===== config.mk =====
export PLATFORM = sky130hd
export DESIGN_NAME = mpca_sqrt_pipe
export DESIGN_NICKNAME = d
export VERILOG_FILES = /design/src/rtl/mpca_sqrt_pipe.sv
export VERILOG_INCLUDE_DIRS = /design/src /design/src/rtl
export SDC_FILE = /design/constraint.sdc
export NUM_CORES = 2
export LEC_CHECK = 0
export BUFFER_PORTS_ARGS = -buffer_cell sky130_fd_sc_hd__buf_4
export CORE_MARGIN = 10
export CORE_UTILIZATION = 35
export CTS_CLUSTER_DIAMETER = 60
export CTS_CLUSTER_SIZE = 28
export DETAILED_ROUTE_END_ITERATION = 8
export GPL_TIMING_DRIVEN = 0
export PLACE_DENSITY = 0.56
export REMOVE_ABC_BUFFERS = 1
export SLEW_MARGIN = 15
export SYNTH_ARGS = -nofsm -noshare
export SYNTH_HDL_FRONTEND = slang
export SYNTH_SLANG_ARGS = --single-unit

===== constraint.sdc =====
create_clock -name clk_i -period 4.2 [get_ports clk_i]
set_input_delay 0.42 -clock clk_i [delete_from_list [all_inputs] [get_ports clk_i]]
set_output_delay 0.42 -clock clk_i [all_outputs]
set_load 0.01 [all_outputs]

===== src/rtl/mouse_power_curve_accel_macros.svh =====
// Assertion macros for the pointer acceleration block.
// Each macro names its label, clock, active-low reset and the checked terms.
`ifndef MOUSE_POWER_CURVE_ACCEL_MACROS_SVH
`define MOUSE_POWER_CURVE_ACCEL_MACROS_SVH
`ifndef SYNTHESIS
`define MPCA_ASSERT_IMP(lbl, clk, rstn, ante, cons) \
  lbl: assert property (@(posedge clk) disable iff (!rstn) (ante) |-> (cons)) \
    else $error("pointer acceleration assertion failed");
`define MPCA_ASSERT_DLY(lbl, clk, rstn, ante, dly, cons) \
  lbl: assert property (@(posedge clk) disable iff (!rstn) (ante) |-> ##dly (cons)) \
    else $error("pointer acceleration latency assertion failed");
`else
`define MPCA_ASSERT_IMP(lbl, clk, rstn, ante, cons)
`define MPCA_ASSERT_DLY(lbl, clk, rstn, ante, dly, cons)
`endif
`endif


===== src/rtl/mpca_sqrt_pipe.sv =====
`default_nettype none
`include "mouse_power_curve_accel_macros.svh"

// Floor square root, one result bit per register stage.
module mpca_sqrt_pipe #(
  parameter int unsigned RAD_W  = 64,
  parameter int unsigned SIDE_W = 1
) (
  input  logic                  clk_i,
  input  logic                  rst_ni,
  input  logic                  valid_i,
  input  logic [RAD_W-1:0]      rad_i,
  input  logic [SIDE_W-1:0]     side_i,
  output logic                  valid_o,
  output logic [RAD_W/2-1:0]    root_o,
  output logic [SIDE_W-1:0]     side_o
);

  localparam int unsigned ROOT_W = RAD_W / 2;
  localparam int unsigned TW     = RAD_W + 1;

  logic              vld_q  [ROOT_W];
  logic [RAD_W-1:0]  rem_q  [ROOT_W];
  logic [ROOT_W-1:0] root_q [ROOT_W];
  logic [SIDE_W-1:0] side_q [ROOT_W];

  for (genvar s = 0; s < ROOT_W; s++) begin : g_stage
    localparam int unsigned J = ROOT_W - 1 - s;
    logic              vld_in;
    logic [RAD_W-1:0]  rem_in;
    logic [ROOT_W-1:0] root_in;
    logic [SIDE_W-1:0] side_in;
    logic [TW-1:0]     trial;
    logic              fits;
    logic [RAD_W-1:0]  rem_d;
    logic [ROOT_W-1:0] root_d;

    if (s == 0) begin : g_first
      assign vld_in  = valid_i;
      assign rem_in  = rad_i;
      assign root_in = '0;
      assign side_in = side_i;
    end else begin : g_next
      assign vld_in  = vld_q[s-1];
      assign rem_in  = rem_q[s-1];
      assign root_in = root_q[s-1];
      assign side_in = side_q[s-1];
    end

    // Setting bit J raises the square by 2*root*2^J + 2^(2J).
    always_comb begin
      trial  = (TW'(root_in) << (J + 1)) | (TW'(1) << (2 * J));
      fits   = {1'b0, rem_in} >= trial;
      rem_d  = fits ? RAD_W'({1'b0, rem_in} - trial) : rem_in;
      root_d = fits ? (root_in | (ROOT_W'(1) << J)) : root_in;
    end

    always_ff @(posedge clk_i or negedge rst_ni) begin
      if (!rst_ni) begin
        vld_q[s] <= 1'b0;
      end else begin
        vld_q[s] <= vld_in;
      end
    end

    always_ff @(posedge clk_i) begin
      rem_q[s]  <= rem_d;
      root_q[s] <= root_d;
      side_q[s] <= side_in;
    end
  end

  assign valid_o = vld_q[ROOT_W-1];
  assign root_o  = root_q[ROOT_W-1];
  assign side_o  = side_q[ROOT_W-1];

  `MPCA_ASSERT_DLY(a_sqrt_latency, clk_i, rst_ni, valid_i, ROOT_W, valid_o)
  `MPCA_ASSERT_IMP(a_sqrt_rem_bound, clk_i, rst_ni, valid_o, rem_q[ROOT_W-1] <= (RAD_W'(root_q[ROOT_W-1]) << 1))

endmodule

`default_nettype wire


==> results.json <==
{
  "cp_num_buf_inv": 4,
  "seq_area_mm2": 0.05173,
  "critPathSlowestCell": "a211oi_2",
  "holdWs_ps": 183.1,
  "finalSetupViolCount": 0,
  "io_buffers": 101,
  "wl_um": 253900,
  "synth_edf_count": 0,
  "netlist.top_cell.by_area": "dfxtp_1",
  "maxCapViolations": 0,
  "power.total_uw": 72350,
  "top_layer_used": "met5",
  "syn_area_per_cell_um2": 9.978,
  "ant_nets": 0,
  "cellPowerDensity_mw_per_mm2": 658.7,
  "maxSlewViolCount": 0,
  "drc": 0,
  "viasPerCell": 4.975,
  "min_period_ps": 4117,
  "async_reset_ff_share_pct": 1.242,
  "cts_buffers": 182,
  "wl_met3_um": 10310,
  "synthTopCellsByArea": "dfxtp_1 (53%), ha_1 (7.2%), xnor2_1 (4.4%), xor2_1 (3.5%), a21oi_1 (3.2%)",
  "hold_path.class": "in2reg",
  "start_kind": "register",
  "period_share_pct": 98.02,
  "antenna_found_initial": 10,
  "wl_met1_um": 103900,
  "cp_top_family": "compound AO/OA/AOI/OAI gates",
  "rows": 193,
  "crit_fanout": 21,
  "die_x_um": 545.9,
  "finalNetCount": 10550,
  "end_kind": "register",
  "grt_pass1_vias": 68940,
  "routabilityCongestion": 0.9736,
  "overflow": 0,
  "max_stage_delay_ps": 540,
  "skew_ps": 93.72,
  "p_leak_uw": 0.04865,
  "cts_tree": "yes",
  "crit_type": "reg2reg",
  "wire_per_inst_um": 18.43,
  "num_vias": 68540,
  "dp_hpwl_um": 202600,
  "critPathArrivalTime_ps": 4870,
  "grt_pass1_wl_um": 392900,
  "cts.htree.levels": 4,
  "synth_cell_type_count": 90,
  "required_ps": 4950,
  "slew_headroom_pct": 12.51,
  "ys_warn_count": 0,
  "die_y_um": 545.9,
  "syn-cell-area_mm2": 0.09681,
  "syn_to_final_growth_pct": 13.46,
  "clk_pin_slew_ps": 100,
  "die-area_mm2": 0.2980,
  "ctsRootBufferMaster": "clkbuf_16",
  "io_pins": 102,
  "crit_chain": "inv_1 > ha_1 > a211oi_1 > nor2_1 > a2111o_1 > a211oi_2 > o31ai_4 > a311oi_4 > buf_6 > buf_6 > inv_1 > mux2_2",
  "cts.sinks": 2576,
  "tightest_slew_ps": 1296,
  "synth_top_area_share_pct": 52.61,
  "design.core.area_mm2": 0.2760,
  "wl_met2_um": 126200,
  "fill_cells": 26700,
  "drt_iter0_drc": 4075,
  "clock.fmax_mhz": 242.9,
  "drive_above_1_share_pct": 6.987,
  "start_util_pct": 35.07,
  "vdd_drop_max_v": 0.0005252,
  "clock_latency_ps": 910,
  "grt_start_max_net_pins": 54,
  "outcome": "finished, final reports clean",
  "ys_seq_area_share_pct": 53.44,
  "multi_input_area_mm2": 0.04213,
  "hold_violations": 0,
  "synth-seq-cells": 2576,
  "first_pass_iters": 8,
  "clock_path_buffers": 4,
  "ys.flop_type": "dfxtp_1",
  "synth_cells": 9702,
  "grt_use_total_pct": 16.28
}
repair_timing:
| action | 4_1_cts | 5_1_grt |
|---|---|---|
| endpoints found under the setup margin | 138 | 121 |
| cloned | 0 | 2 |
| hold buffers | 70 | 0 |
| pin swaps | 2 | 7 |
| gates resized for setup | 25 | 28 |
| setup buffers | 2 | 13 |
| endpoints found under the hold margin | 99 | 0 |
final timing paths:
path | startpoint | endpoint | slack (ps) | cells past startpoint
max in group asynchronous | rst_ni | g_stage[3].vld_in | 3450 | 4
hold / removal | rad_i[19] | rem_q[0][19] | 180 | 2
setup reg to reg | root_q[1][365] | rem_q[7][25] | 80 | 12
min in group asynchronous | rst_ni | g_stage[28].vld_in | 560 | 4
setup / recovery | root_q[1][365] | rem_q[7][25] | 80 | 12
hold reg to reg | rem_q[2][146] | rem_q[2][210] | 300 | 0
metrics by stage:
step	TNS, ps	worst slack, ps	cells	util, %	cell area (µm²)
final	0	83.08	13780	39.79	109800
after global routing	-0.1523	-0.1523	13770	39.79	109800
after CTS	0	4.147	13750	39.68	109500
after detailed placement	-28410	-805.9	13360	37.01	102100
after global placement	-1197560	-6205	13320	36.76	101500
after floorplan	-213250	-2157	9512	-	96080
state kept, by name, summed over array words and instances, names as in the netlist:
signal and cells:
valid_o 1, g_stage.vld_in 31, root_q 528, rem_q 1984
side_q 32
cell type report:
class	count	area share, %
clock buffer	195	4.283
tap	3705	4.220
clock inverter	128	1.638
antenna	10	0.02278
timing repair inverter	1	0.004557
inverter	728	2.500
timing repair buffer	224	1.875
sequential	2576	47.10
multi-input combinational	6209	38.36
worst register-to-register path: cells and delay by family, from the launching register on:
family          cells  cell delay [ps]
compound gates      5             2030
fa+ha+maj           1              340
buf+inv             4              790
flops               1              370
mux                 1              360
simple gates        1              120
synthesized netlist by cell type (all sizes together) (168+ instances only):
cell	n
a21oi	618
xnor2	491
a21o	197
nor2	617
dfxtp	2544
o21ai	488
nor4	339
nand2	638
nand3	184
nor3	276
xor2	389
ha	558
inv	727
nand4	168
clkbuf	171
cells by family after synthesis:
logic type | Yosys count | share of synthesized area [%]
AO/OA/AOI/OAI | 1821 | 11.51
adder cells (fa/ha/maj) | 558 | 7.212
buffers and inverters | 918 | 3.576
XOR/XNOR | 880 | 7.962
multiplexers | 97 | 1.117
flip-flops | 2576 | 53.44
AND/OR/NAND/NOR | 2852 | 15.19
placed cells by master (no fill, tap or decap), types with 35 or more instances in the layout:
| master | netlist | layout |
|---|---|---|
| dfxtp_1 | 2544 | 2544 |
| inv_1 | 726 | 723 |
| nand2_1 | 637 | 635 |
| a21oi_1 | 618 | 616 |
| nor2_1 | 617 | 616 |
| ha_1 | 558 | 558 |
| xnor2_1 | 491 | 491 |
| o21ai_0 | 487 | 486 |
| xor2_1 | 389 | 385 |
| nor4_1 | 338 | 320 |
| nor3_1 | 276 | 269 |
| a21o_1 | 197 | 197 |
| clkbuf_16 | 0 | 183 |
| nand3_1 | 184 | 182 |
| nand4_1 | 168 | 168 |
| buf_4 | 0 | 131 |
| o21a_1 | 108 | 107 |
| or3_1 | 94 | 94 |
| nand2b_1 | 90 | 90 |
| mux2_2 | 88 | 88 |
| or4_1 | 74 | 74 |
| nor2b_1 | 72 | 72 |
| dlygate4sd3_1 | 0 | 69 |
| nor4b_1 | 53 | 50 |
| nand3b_1 | 48 | 48 |
| o21bai_1 | 45 | 45 |
| a211oi_1 | 48 | 44 |
| a31oi_1 | 42 | 41 |
| or2_2 | 35 | 35 |
| o31ai_1 | 38 | 35 |
| clkinv_8 | 0 | 35 |
per-layer routing:
metal / GRT usage, % / up-vias
met5: 0 / -
met4: 7.630 / 2
met3: 2.057 / 528
met2: 29.63 / 1558
met1: 18.87 / 32250
li1: - / 34200
power breakdown:
part	internal [µW]	switching, µW
Combinational	7870	10700
Sequential	29800	5050
Clock	9160	9760
Total	46900	25500
Note: power is estimated with default switching activity, not from simulation.
